===== config.mk =====
export PLATFORM = sky130hd
export DESIGN_NAME = http_date_text_parser_top
export DESIGN_NICKNAME = d
export VERILOG_FILES = /design/src/rtl/core/hdtp_pkg.sv /design/src/rtl/core/hdtp_front.sv /design/src/rtl/core/hdtp_queue.sv /design/src/rtl/core/hdtp_back.sv /design/src/rtl/core/http_date_text_parser_top.sv
export SDC_FILE = /design/constraint.sdc
export NUM_CORES = 1
export LEC_CHECK = 0
export BUFFER_PORTS_ARGS = -buffer_cell sky130_fd_sc_hd__buf_2
export CAP_MARGIN = 20
export CORE_MARGIN = 2
export CORE_UTILIZATION = 56
export CTS_CLUSTER_DIAMETER = 30
export DETAILED_ROUTE_END_ITERATION = 12
export MAX_ROUTING_LAYER = met4
export PLACE_DENSITY_LB_ADDON = 0.2
export SKIP_CTS_REPAIR_TIMING = 1
export SLEW_MARGIN = 20
export SYNTH_ARGS = -nofsm -noshare
export SYNTH_HDL_FRONTEND = slang
export SYNTH_SLANG_ARGS = --single-unit

===== constraint.sdc =====
create_clock -name aclk -period 5.47 [get_ports aclk]
set_input_delay 0.8205 -clock aclk [delete_from_list [all_inputs] [get_ports aclk]]
set_output_delay 0.8205 -clock aclk [all_outputs]
set_load 0.03 [all_outputs]

===== src/rtl/core/hdtp_pkg.sv =====
// Shared types, constants and lookup functions for the HTTP date text parser.
// No dependencies; every other file of the block refers to it by scoped names.
package hdtp_pkg;

    typedef enum logic [1:0] {
        FMT_1123 = 2'd0,
        FMT_850  = 2'd1,
        FMT_ASC  = 2'd2
    } hdtp_fmt_t;

    typedef enum logic [2:0] {
        ROLE_DAY,
        ROLE_MON,
        ROLE_YEAR,
        ROLE_HOUR,
        ROLE_MIN,
        ROLE_SEC
    } hdtp_role_t;

    localparam int unsigned POS_W       = 6;
    localparam int unsigned YEAR_W      = 14;
    localparam int unsigned SMALL_W     = 7;
    localparam int unsigned MONTH_W     = 4;
    localparam logic [POS_W-1:0] POS_MAX     = 6'd63;
    localparam logic [POS_W-1:0] POS_FORMAT  = 6'd3;
    localparam logic [POS_W-1:0] POS_ASC_START = 6'd4;
    localparam logic [POS_W-1:0] POS_FIELDS  = 6'd5;
    localparam logic [POS_W-1:0] MIN_LEN     = 6'd23;
    localparam logic [2:0]       FIELD_COUNT = 3'd6;
    localparam logic [2:0]       LAST_FIELD  = 3'd5;
    localparam logic [MONTH_W-1:0] NO_MONTH  = 4'd12;
    localparam logic [YEAR_W-1:0] YEAR_BASE_850 = 14'd1900;
    localparam logic [7:0]       CHAR_COMMA  = 8'h2C;

    // Month names in lower case, first letter in the top byte.
    localparam logic [23:0] MONTH_NAMES [12] = '{
        24'h6A616E, 24'h666562, 24'h6D6172, 24'h617072,
        24'h6D6179, 24'h6A756E, 24'h6A756C, 24'h617567,
        24'h736570, 24'h6F6374, 24'h6E6F76, 24'h646563
    };

    // One classified input byte as it travels from the front end to the back end.
    typedef struct packed {
        logic [7:0]       char_byte;
        logic             last_byte;
        logic [POS_W-1:0] pos;
        logic             is_digit;
        logic             is_space;
        logic             is_comma;
    } hdtp_item_t;

    typedef struct packed {
        logic                 valid_res;
        logic [1:0]           date_format;
        logic [YEAR_W-1:0]    year;
        logic [MONTH_W-1:0]   month;
        logic [SMALL_W-1:0]   day_of_month;
        logic [SMALL_W-1:0]   hour;
        logic [SMALL_W-1:0]   minute;
        logic [SMALL_W-1:0]   second;
    } hdtp_result_t;

    function automatic hdtp_role_t role_of(input hdtp_fmt_t fmt, input logic [2:0] fidx);
        hdtp_role_t r;
        if (fmt == FMT_ASC) begin
            case (fidx)
                3'd0:    r = ROLE_MON;
                3'd1:    r = ROLE_DAY;
                3'd2:    r = ROLE_HOUR;
                3'd3:    r = ROLE_MIN;
                3'd4:    r = ROLE_SEC;
                default: r = ROLE_YEAR;
            endcase
        end else begin
            case (fidx)
                3'd0:    r = ROLE_DAY;
                3'd1:    r = ROLE_MON;
                3'd2:    r = ROLE_YEAR;
                3'd3:    r = ROLE_HOUR;
                3'd4:    r = ROLE_MIN;
                default: r = ROLE_SEC;
            endcase
        end
        return r;
    endfunction

    // The first letter matches in either case, the other two in lower case only.
    function automatic logic [MONTH_W-1:0] month_lookup(input logic [23:0] letters);
        logic [MONTH_W-1:0] idx;
        logic [23:0]        key;
        idx = NO_MONTH;
        key = letters | 24'h200000;
        for (int i = 11; i >= 0; i--) begin
            if (key == MONTH_NAMES[i]) begin
                idx = MONTH_W'(i);
            end
        end
        return idx;
    endfunction

endpackage


===== src/rtl/core/hdtp_front.sv =====
// Front end of the HTTP date text parser: accepts bytes, tracks the position in
// the string and classifies each byte before it enters the queue. Uses hdtp_pkg.
module hdtp_front (
    input  logic                aclk,
    input  logic                aresetn,
    input  logic                s_tvalid,
    output logic                s_tready,
    input  logic [7:0]          s_tdata,    // char_byte
    input  logic                s_tlast,    // last_byte
    input  logic                queue_full,
    output logic                push,
    output hdtp_pkg::hdtp_item_t push_item
);

    logic [hdtp_pkg::POS_W-1:0] pos_reg;
    logic [hdtp_pkg::POS_W-1:0] pos_next;

    assign s_tready = !queue_full;
    assign push     = s_tvalid && s_tready;

    always_comb begin
        push_item.char_byte = s_tdata;
        push_item.last_byte = s_tlast;
        push_item.pos       = pos_reg;
        push_item.is_digit  = (s_tdata inside {[8'h30:8'h39]});
        push_item.is_space  = (s_tdata inside {8'h20, [8'h09:8'h0D]});
        push_item.is_comma  = (s_tdata == hdtp_pkg::CHAR_COMMA);

        pos_next = pos_reg;
        if (push) begin
            if (s_tlast) begin
                pos_next = '0;
            end else if (pos_reg != hdtp_pkg::POS_MAX) begin
                pos_next = pos_reg + 1'b1;
            end
        end
    end

    always_ff @(posedge aclk) begin
        if (!aresetn) begin
            pos_reg <= '0;
        end else begin
            pos_reg <= pos_next;
        end
    end

endmodule


===== src/rtl/core/hdtp_queue.sv =====
// Short queue of classified bytes between the front and back ends of the parser.
// Uses hdtp_pkg for the item type.
module hdtp_queue #(
    parameter int unsigned DEPTH = 4
) (
    input  logic                 aclk,
    input  logic                 aresetn,
    input  logic                 push,
    input  hdtp_pkg::hdtp_item_t push_item,
    input  logic                 pop,
    output logic                 full,
    output logic                 not_empty,
    output hdtp_pkg::hdtp_item_t head_item
);

    localparam int unsigned PTR_W = (DEPTH > 1) ? $clog2(DEPTH) : 1;
    localparam int unsigned CNT_W = $clog2(DEPTH + 1);

    hdtp_pkg::hdtp_item_t entry_reg [DEPTH];
    logic [PTR_W-1:0] wr_ptr_reg, wr_ptr_next;
    logic [PTR_W-1:0] rd_ptr_reg, rd_ptr_next;
    logic [CNT_W-1:0] count_reg, count_next;

    assign full      = (count_reg == CNT_W'(DEPTH));
    assign not_empty = (count_reg != '0);
    assign head_item = entry_reg[rd_ptr_reg];

    always_comb begin
        wr_ptr_next = wr_ptr_reg;
        rd_ptr_next = rd_ptr_reg;
        count_next  = count_reg;
        if (push) begin
            wr_ptr_next = (wr_ptr_reg == PTR_W'(DEPTH - 1)) ? '0 : wr_ptr_reg + 1'b1;
        end
        if (pop) begin
            rd_ptr_next = (rd_ptr_reg == PTR_W'(DEPTH - 1)) ? '0 : rd_ptr_reg + 1'b1;
        end
        if (push && !pop) begin
            count_next = count_reg + 1'b1;
        end else if (pop && !push) begin
            count_next = count_reg - 1'b1;
        end
    end

    always_ff @(posedge aclk) begin
        if (!aresetn) begin
            wr_ptr_reg <= '0;
            rd_ptr_reg <= '0;
            count_reg  <= '0;
        end else begin
            wr_ptr_reg <= wr_ptr_next;
            rd_ptr_reg <= rd_ptr_next;
            count_reg  <= count_next;
        end
    end

    always_ff @(posedge aclk) begin
        if (push) begin
            entry_reg[wr_ptr_reg] <= push_item;
        end
    end

    a_count_bound: assert property (@(posedge aclk) disable iff (!aresetn)
        count_reg <= CNT_W'(DEPTH))
        else $error("queue count above depth");

    a_pop_only_drains: assert property (@(posedge aclk) disable iff (!aresetn)
        pop && !push |=> count_reg == $past(count_reg) - 1'b1)
        else $error("queue count did not drop on a pop");

endmodule


===== src/rtl/core/hdtp_back.sv =====
// Back end of the HTTP date text parser: walks the fields of the string, gathers
// digits and month letters, and holds the finished result. Uses hdtp_pkg.
module hdtp_back (
    input  logic                   aclk,
    input  logic                   aresetn,
    input  logic                   item_valid,
    input  hdtp_pkg::hdtp_item_t   item,
    output logic                   pop,
    output logic                   out_valid,
    input  logic                   out_ready,
    output hdtp_pkg::hdtp_result_t out_result
);

    localparam int unsigned YW = hdtp_pkg::YEAR_W;
    localparam int unsigned SW = hdtp_pkg::SMALL_W;

    hdtp_pkg::hdtp_fmt_t fmt_reg, fmt_next;
    logic          skip_reg, skip_next;
    logic [2:0]    fidx_reg, fidx_next;
    logic [2:0]    dcnt_reg, dcnt_next;
    logic [23:0]   mon_reg, mon_next;
    logic [SW-1:0] day_reg, day_next;
    logic [YW-1:0] year_reg, year_next;
    logic [SW-1:0] hour_reg, hour_next;
    logic [SW-1:0] min_reg, min_next;
    logic [SW-1:0] sec_reg, sec_next;
    logic          err_reg, err_next;

    logic                   out_valid_reg;
    hdtp_pkg::hdtp_result_t out_result_reg, result_next;

    logic                 field_en;
    logic                 acc_en;
    hdtp_pkg::hdtp_role_t role;
    logic [2:0]           datalen;
    logic [2:0]           total;
    logic [2:0]           dcnt_inc;
    logic [YW-1:0]        acc_sel;
    logic [YW+3:0]        acc_prod;
    logic [YW-1:0]        acc_new;
    logic [hdtp_pkg::MONTH_W-1:0] mon_idx;
    logic                 ok;

    assign pop        = item_valid && (!out_valid_reg || out_ready);
    assign out_valid  = out_valid_reg;
    assign out_result = out_result_reg;

    always_comb begin
        fmt_next  = fmt_reg;
        skip_next = skip_reg;
        fidx_next = fidx_reg;
        dcnt_next = dcnt_reg;
        mon_next  = mon_reg;
        day_next  = day_reg;
        year_next = year_reg;
        hour_next = hour_reg;
        min_next  = min_reg;
        sec_next  = sec_reg;
        err_next  = err_reg;
        field_en  = 1'b0;
        acc_en    = 1'b0;

        if (item.pos == hdtp_pkg::POS_FORMAT) begin
            if (item.is_comma) begin
                fmt_next = hdtp_pkg::FMT_1123;
            end else if (item.is_space) begin
                fmt_next = hdtp_pkg::FMT_ASC;
            end else begin
                fmt_next  = hdtp_pkg::FMT_850;
                skip_next = 1'b1;
            end
        end else if (item.pos == hdtp_pkg::POS_ASC_START) begin
            field_en = (fmt_reg == hdtp_pkg::FMT_ASC);
        end else if (item.pos >= hdtp_pkg::POS_FIELDS) begin
            // RFC 850 skips its spelled-out weekday up to the first digit.
            if (skip_reg) begin
                if (item.is_digit) begin
                    skip_next = 1'b0;
                    field_en  = 1'b1;
                end
            end else begin
                field_en = 1'b1;
            end
        end

        role = hdtp_pkg::role_of(fmt_reg, fidx_reg);
        if (role == hdtp_pkg::ROLE_MON) begin
            datalen = 3'd3;
        end else if (role == hdtp_pkg::ROLE_YEAR && fmt_reg != hdtp_pkg::FMT_850) begin
            datalen = 3'd4;
        end else begin
            datalen = 3'd2;
        end
        total    = datalen + ((fidx_reg < hdtp_pkg::LAST_FIELD) ? 3'd1 : 3'd0);
        dcnt_inc = dcnt_reg + 1'b1;

        case (role)
            hdtp_pkg::ROLE_DAY:  acc_sel = YW'(day_reg);
            hdtp_pkg::ROLE_YEAR: acc_sel = year_reg;
            hdtp_pkg::ROLE_HOUR: acc_sel = YW'(hour_reg);
            hdtp_pkg::ROLE_MIN:  acc_sel = YW'(min_reg);
            hdtp_pkg::ROLE_SEC:  acc_sel = YW'(sec_reg);
            default:             acc_sel = '0;
        endcase
        acc_prod = ((YW+4)'(acc_sel) * (YW+4)'(10)) + (YW+4)'(item.char_byte[3:0]);
        acc_new  = acc_prod[YW-1:0];

        if (field_en && fidx_reg < hdtp_pkg::FIELD_COUNT) begin
            if (dcnt_reg < datalen) begin
                case (role)
                    hdtp_pkg::ROLE_MON: begin
                        mon_next = {mon_reg[15:0], item.char_byte};
                    end
                    hdtp_pkg::ROLE_DAY: begin
                        // A one-digit asctime day has a leading byte that is skipped.
                        acc_en = !(fmt_reg == hdtp_pkg::FMT_ASC && dcnt_reg == 3'd0
                                   && !item.is_digit);
                    end
                    default: begin
                        acc_en = 1'b1;
                    end
                endcase
            end
            if (dcnt_inc >= total) begin
                dcnt_next = '0;
                fidx_next = fidx_reg + 1'b1;
            end else begin
                dcnt_next = dcnt_inc;
            end
        end

        if (acc_en) begin
            if (!item.is_digit) begin
                err_next = 1'b1;
            end else begin
                case (role)
                    hdtp_pkg::ROLE_DAY:  day_next  = acc_new[SW-1:0];
                    hdtp_pkg::ROLE_YEAR: year_next = acc_new;
                    hdtp_pkg::ROLE_HOUR: hour_next = acc_new[SW-1:0];
                    hdtp_pkg::ROLE_MIN:  min_next  = acc_new[SW-1:0];
                    default:             sec_next  = acc_new[SW-1:0];
                endcase
            end
        end

        mon_idx = hdtp_pkg::month_lookup(mon_next);
        ok = (item.pos >= hdtp_pkg::MIN_LEN - 1'b1) && (fidx_next >= hdtp_pkg::FIELD_COUNT)
             && !err_next && (mon_idx != hdtp_pkg::NO_MONTH);

        result_next.valid_res   = ok;
        result_next.date_format = fmt_next;
        if (ok) begin
            result_next.year = (fmt_next == hdtp_pkg::FMT_850) ?
                               year_next + hdtp_pkg::YEAR_BASE_850 : year_next;
            result_next.month        = mon_idx;
            result_next.day_of_month = day_next;
            result_next.hour         = hour_next;
            result_next.minute       = min_next;
            result_next.second       = sec_next;
        end else begin
            result_next.year         = '0;
            result_next.month        = '0;
            result_next.day_of_month = '0;
            result_next.hour         = '0;
            result_next.minute       = '0;
            result_next.second       = '0;
        end
    end

    always_ff @(posedge aclk) begin
        if (!aresetn || (pop && item.last_byte)) begin
            fmt_reg  <= hdtp_pkg::FMT_1123;
            skip_reg <= 1'b0;
            fidx_reg <= '0;
            dcnt_reg <= '0;
            mon_reg  <= '0;
            day_reg  <= '0;
            year_reg <= '0;
            hour_reg <= '0;
            min_reg  <= '0;
            sec_reg  <= '0;
            err_reg  <= 1'b0;
        end else if (pop) begin
            fmt_reg  <= fmt_next;
            skip_reg <= skip_next;
            fidx_reg <= fidx_next;
            dcnt_reg <= dcnt_next;
            mon_reg  <= mon_next;
            day_reg  <= day_next;
            year_reg <= year_next;
            hour_reg <= hour_next;
            min_reg  <= min_next;
            sec_reg  <= sec_next;
            err_reg  <= err_next;
        end
    end

    always_ff @(posedge aclk) begin
        if (!aresetn) begin
            out_valid_reg <= 1'b0;
        end else if (pop && item.last_byte) begin
            out_valid_reg <= 1'b1;
        end else if (out_ready) begin
            out_valid_reg <= 1'b0;
        end
    end

    always_ff @(posedge aclk) begin
        if (pop && item.last_byte) begin
            out_result_reg <= result_next;
        end
    end

    a_field_bound: assert property (@(posedge aclk) disable iff (!aresetn)
        fidx_reg <= hdtp_pkg::FIELD_COUNT)
        else $error("field index past the last field");

    a_count_bound: assert property (@(posedge aclk) disable iff (!aresetn)
        dcnt_reg <= 3'd4)
        else $error("byte count within a field too large");

    a_result_from_last: assert property (@(posedge aclk) disable iff (!aresetn)
        $rose(out_valid_reg) |-> $past(pop && item.last_byte))
        else $error("result raised without a final byte");

endmodule


===== src/rtl/core/http_date_text_parser_top.sv =====
// m_tvalid is registered: it rises once the back end takes the final byte from the queue.
// Throughput: one byte per cycle while the back end is not held by a waiting result.
// A queue of QUEUE_DEPTH bytes lets input continue while a result waits on m_tready.
// Reset (aresetn low, synchronous) empties the queue, drops any pending result and
// returns the parser to the start of a string; no clearing pass is needed.
module http_date_text_parser_top #(
    parameter int unsigned QUEUE_DEPTH = 4
) (
    input  logic        aclk,
    input  logic        aresetn,
    input  logic        s_tvalid,
    output logic        s_tready,
    input  logic [7:0]  s_tdata,   // [7:0] char_byte
    input  logic        s_tlast,   // last_byte
    output logic        m_tvalid,
    input  logic        m_tready,
    output logic [47:0] m_tdata,   // [13:0] year, [17:14] month, [24:18] day_of_month,
                                   // [31:25] hour, [38:32] minute, [45:39] second, zero pad
    output logic [2:0]  m_tuser    // [0] valid_res, [2:1] date_format
);

    logic                   queue_full;
    logic                   push;
    hdtp_pkg::hdtp_item_t   push_item;
    logic                   pop;
    logic                   queue_valid;
    hdtp_pkg::hdtp_item_t   head_item;
    hdtp_pkg::hdtp_result_t result;

    hdtp_front u_front (
        .aclk       (aclk),
        .aresetn    (aresetn),
        .s_tvalid   (s_tvalid),
        .s_tready   (s_tready),
        .s_tdata    (s_tdata),
        .s_tlast    (s_tlast),
        .queue_full (queue_full),
        .push       (push),
        .push_item  (push_item)
    );

    hdtp_queue #(
        .DEPTH (QUEUE_DEPTH)
    ) u_queue (
        .aclk      (aclk),
        .aresetn   (aresetn),
        .push      (push),
        .push_item (push_item),
        .pop       (pop),
        .full      (queue_full),
        .not_empty (queue_valid),
        .head_item (head_item)
    );

    hdtp_back u_back (
        .aclk       (aclk),
        .aresetn    (aresetn),
        .item_valid (queue_valid),
        .item       (head_item),
        .pop        (pop),
        .out_valid  (m_tvalid),
        .out_ready  (m_tready),
        .out_result (result)
    );

    assign m_tdata = {2'b00, result.second, result.minute, result.hour,
                      result.day_of_month, result.month, result.year};
    assign m_tuser = {result.date_format, result.valid_res};

endmodule

== Word-level counts from Yosys, hierarchy flattened ==
Memories as Yosys holds them, arrays and structs flattened. A register that Yosys moved wholly into a read port is not among the register bits.
Cells that the tools add are included.

* Bits in registers: 139
* RAM bits: 72
* Output and inout bits: 53
* Memories: 1

* $add $sub $neg: 10
* Multiply operators: 1
* Order comparisons: 11
* Equal/unequal tests: 36
* Mux-type cells: 73
* Reduce and logical (&&, ||, !) cells: 38

{| class="wikitable"
|+ Memory list
! name !! words !! width !! read ports !! clocked after memory_dff !! wr ports !! line !! RTL
|-
| u_queue.entry_reg || 4 || 18 || 1 || 1 || 1 || hdtp_queue.sv:19 || <nowiki>hdtp_pkg::hdtp_item_t entry_reg [DEPTH];</nowiki>
|}

{| class="wikitable"
|+ Operators by type and width
! cell !! count
|-
| $eq 23x22->1 const B || 12
|-
| $mux 7 || 12
|-
| $mux 24 || 3
|-
| $pmux 14 s5 || 1
|-
| $mux 14 || 4
|-
| $mux 3 || 12
|-
| $mux 4 || 8
|-
| $pmux 3 s5 || 2
|-
| $mux 1 || 21
|-
| $eq 8x6->1 const B || 2
|-
| $add 14x11->14 const B || 1
|-
| $add 14x4->14 || 1
|-
| $logic_and 1x1->1 || 14
|-
| $mul 14x3->13 const B || 1
|-
| $mux 2 || 7
|-
| $eq 3x2->1 const B || 4
|-
| $eq 3x3->1 const B || 4
|-
| $mux 6 || 2
|-
| $reduce_bool 2->1 || 5
|-
| $add 3x1->3 const B || 3
|-
| $logic_not 3->1 || 3
|-
| $ge 8x4->1 const B || 1
|-
| $ge 8x6->1 const B || 1
|-
| $le 8x4->1 const B || 1
|-
| 28 further kinds || 44
|}

== Longest topological paths before layout ==
* Depth after elaboration: 25
* Depth in mapped cells: 24

== Hierarchy ==
A second synthesis with hierarchy kept.

* Cells, all modules: 1138
* Area total of the unflattened synthesis: 11788.8 um^2

{| class="wikitable"
|+ Modules (own cells, without submodules)
! module !! instances !! cells an instance !! area each (um^2) !! seq. area each (um^2)
|-
| hdtp_back || 1 || 938 || 8191.6 || 2992.9
|-
| hdtp_queue || 1 || 138 || 3098.0 || 2342.2
|-
| hdtp_front || 1 || 59 || 480.5 || 120.1
|-
| http_date_text_parser_top || 1 || 3 || 18.8 || 0.0
|}

== Worst setup path after synthesis ==
OpenSTA, ideal clock, no wires.

* Path kind: reg-to-reg
* From: reg u_back.fidx_reg[0]
* To: reg u_back.out_result_reg, in the netlist u_back.out_result[42] (data pin)
* Setup time: 140 ps
* Data arrival time: 5788 ps
* Required time: 5330 ps
* Path slack: -458 ps
* Cell stages (with the launch flop): 23
* Buffers on the path: 0
* Clock period less this slack: 5928 ps
* Cells stage by stage: dfxtp_1 inv_1 ha_1 or3_1 or3_1 a22oi_1 nor2_1 a221oi_1 nor2_1 a21oi_1 inv_1 ha_1 ha_1 fa_1 xor2_1 nand3_1 or4_1 nor3_1 nand2_1 xnor2_1 mux2_2 or4_1 a21oi_2

* Longest elaborated chain between the ends: 25
* Elaborated cells on any way between the ends: 72
* Classes of those cells: add/sub (4); mul (1); order compare (5); eq/ne (22); mux (32); reduce/logical (8)

{| class="wikitable"
|+ RTL lines
! what !! line !! RTL
|-
| start, declared || hdtp_back.sv:19 || <nowiki>logic [2:0] fidx_reg, fidx_next;</nowiki>
|-
| start signal, assigned || hdtp_back.sv:186 || <nowiki>fidx_reg <= fidx_next;</nowiki>
|-
| branches (longest 25 deep; another with $mul 14x3->13) || - ||
|-
| end signal, assigned || hdtp_back.sv:210 || <nowiki>out_result_reg <= result_next;</nowiki>
|-
| end, declared || hdtp_back.sv:30 || <nowiki>hdtp_pkg::hdtp_result_t out_result_reg, result_next;</nowiki>
|}

Parallel ways; which one is timed is not known.
A chain may end at the register's enable or synchronous reset.

== Worst setup path after layout ==
* From: reg u_back.fidx_reg[0]
* To: reg u_back.out_result_reg, in the netlist u_back.out_result[45] (data pin)

Same word-level chain as after synthesis.

==> impl_metrics.ini <==
[sta]
rsz0062_at_grt = true
setup_ws_ns = 0.0650
finalCritPeriodShare_pct = 98.8
hold_viol = 0
slew_headroom_pct = 31.9
setup_viol = 0
min_period_ns = 5.40
max_freq_mhz = 185
fin_skew_ns = 0.0215
slew_viol_final = 0
worst_pin_slew_ns = 1.01

[status]
outcome = finished, final reports clean

[worst_setup_path]
crit_buf_inv = 3
critPathMaxStageDelay_ns = 0.43
path_delay_family = simple AND/OR/NAND/NOR gates
worstSetupEndpoint = u_back.out_result[45]$_SDFFCE_PN0P_
crit_path_cell_trace = inv_6 -> ha_4 -> or3_4 -> or3_4 -> a22oi_2 -> nor2_4 -> a221oi_2 -> nor2_1 -> a21oi_2 -> inv_1 -> ha_2 -> ha_4 -> fa_2 -> xor2_2 -> buf_4 -> nand4_1 -> nor4_2 -> nand3_1 -> nor4_2 -> xnor2_1 -> mux2i_2 -> o211a_1 -> nor3_1
timing.critical_path.from = u_back.fidx_reg[0]$_SDFFE_PP0P_
cp_slowest_cell = fa_2
path_max_fanout = 8
cp-start-kind = register
worst_r2r_path_depth = 23
reg2reg_to = u_back.out_result[45]$_SDFFCE_PN0P_
path_depth = 23
critPathRequiredTime_ns = 5.73
critPathCaptureType = register
arrival_ns = 5.67
rr_startpoint = u_back.fidx_reg[0]$_SDFFE_PP0P_
worstSetupPathType = register to register
r2r_slack_ns = 0.07

[grt]
grt_max_degree = 50
grt_pass1_wl_um = 43000
grt_overflow_total = 0
grt_pass1_vias = 8547
antenna_found_initial = 0
grt_usage_pct = 25.1

[finish]
largest_reg_flops = 72
nets = 1282
design_area_um2 = 14100
syn2layout_area_growth_pct = 22.2
utilization_pct = 69.7
multi_input_area_um2 = 5880
fillers = 1509
diodes = 0
drive_gt1_share_pct = 25.0
seqCellArea_um2 = 5460

[clocking]
clockRootBuffer = clkbuf_16
clockBufferDepth = 3
cts_buffers = 43
clk_latency_ns = 0.53
cts.clk_slew.worst_paths_ns = 0.04
cts.htree.levels = 2
clock_sinks = 212
cts_tree = built

[placement]
numPortBuffers = 63
post-place-ws_ns = -0.0981
dpl.hpwl_um = 18400
gp_congestion = 0.944
place_area_um2 = 12300

[synth]
ys_types = 88
syn-cell-area_um2 = 11500
synth_edf_count = 121
synth.most_common_cell = edfxtp_1
synth_top_area_cell = edfxtp_1
avgSynthCellArea_um2 = 10.3
yosys_warnings = 0
synth_top_cells_by_count = edfxtp_1, nand2_1, nor2_1, dfxtp_1, a21oi_1
synth.top_cell.area_share_pct = 31.5
ys_seq_area_share_pct = 47.3
async_flop_share_pct = 0
postSynthCellCount = 1118
ys.flop_type = edfxtp_1
netlist_top_cells_area = edfxtp_1, dfxtp_1, mux2i_1
ys_seq_elements = 212

[drt]
drtIter0Drc = 522
vias = 8992
drt-pass1-iter-count = 5
vias_per_cell = 5.87
drt_drc_violations_left = 0
routed_wl_um = 26700
ant_nets = 0
wl_per_cell_um = 17.4

[floorplanning]
fp-row-count = 52
dieArea_um2 = 21800
start_util_pct = 57.0
io_pins = 66
die_w_um = 148
core-area_um2 = 20200
die_h_um = 148

[power_and_ir_drop]
p_per_area_nw_per_um2 = 548
leakage_nw = 5.21
ir_drop_uv = 428

[worst_hold_path]
worstHoldPathCells = 2
hold_path.class = register to register

[run]
drv_cap = 0
==> cells by family (layout without fill, tap and decap cells) <==
| family | Yosys count | in the layout | synth area share, % |
|---|---|---|---|
| mux | 81 | 81 | 9.30 |
| fa+ha+maj | 42 | 42 | 4.75 |
| xor+xnor | 34 | 34 | 2.58 |
| flops | 212 | 212 | 47.3 |
| simple gates | 453 | 453 | 20.4 |
| other cells | 1 | 2 | 0.0325 |
| compound gates | 210 | 210 | 12.3 |
| buf+inv | 85 | 228 | 3.32 |
==> per-layer routing <==
layer | vias up | global-route usage [%] | part of all wire [%]
met5 | - | - | 0
met4 | 0 | 7.74 | 2.4
met3 | 51 | 5.03 | 5.6
met2 | 291 | 42.3 | 50
met1 | 4281 | 30.6 | 42
li1 | 4369 | - | -
==> power breakdown <==
part           switching, W  internal (W)  total [W]
registers          0.000147       0.00200    0.00214
logic               0.00186      0.000991    0.00285
clock network      0.000886       0.00184    0.00273
total               0.00289       0.00483    0.00772
==> worst min path at each step <==
stage                               startpoint                               to  slack (ns)
5_1_grt        u_back.mon_reg[23]$_SDFFE_PP0P_  u_back.mon_reg[23]$_SDFFE_PP0P_        0.51
4_1_cts        u_back.mon_reg[15]$_SDFFE_PP0P_  u_back.mon_reg[15]$_SDFFE_PP0P_        0.48
3_5_place_dp   u_back.mon_reg[20]$_SDFFE_PP0P_  u_back.mon_reg[20]$_SDFFE_PP0P_        0.47
3_3_place_gp    u_back.day_reg[4]$_SDFFE_PP0P_   u_back.day_reg[4]$_SDFFE_PP0P_        0.46
6_report       u_back.mon_reg[20]$_SDFFE_PP0P_  u_back.mon_reg[20]$_SDFFE_PP0P_        0.48
2_1_floorplan  u_back.mon_reg[22]$_SDFFE_PP0P_  u_back.mon_reg[22]$_SDFFE_PP0P_        0.45
==> cell usage in the layout, fill, tap and decap left out, drive strengths merged, types with 18 or more instances in the layout <==
| cell | instances |
|---|---|
| a21oi | 84 |
| buf | 121 |
| clkbuf | 50 |
| dfxtp | 91 |
| edfxtp | 121 |
| ha | 39 |
| inv | 36 |
| mux2i | 58 |
| mux4 | 18 |
| nand2 | 120 |
| nand3 | 39 |
| nor2 | 125 |
| nor3 | 34 |
| o21ai | 27 |
| xnor2 | 21 |
==> area by class of cell <==
cell class	instances	area share (%)
well taps	270	2.40
flip-flops and latches	212	38.8
repair buffers	121	5.41
clock buffers	50	8.04
inverters	27	0.772
multi-input cells	822	41.7
clock inverters	30	2.90
==> stage by stage <==
| stage | hold slack, ns | total power [W] | setup TNS, ns | cells |
|---|---|---|---|---|
| final | 0.484 | 0.00772 | 0 | 1532 |
| after global routing | 0.508 | 0.00810 | -0.381 | 1532 |
| after CTS | 0.484 | 0.00767 | -0.434 | 1523 |
| after detailed placement | 0.472 | 0.00491 | -0.237 | 1443 |
| after global placement | 0.463 | 0.00487 | 0 | 1443 |
| after floorplan | 0.448 | 0.00409 | 0 | 1119 |
==> worst min-delay path: cells and delay by family (launching register included) <==
kind             cells  cell delay, ns
flip-flops           1            0.32
AND/OR/NAND/NOR      1            0.06
AO/OA/AOI/OAI        1            0.05
Note: power is estimated with default switching activity, not from simulation.
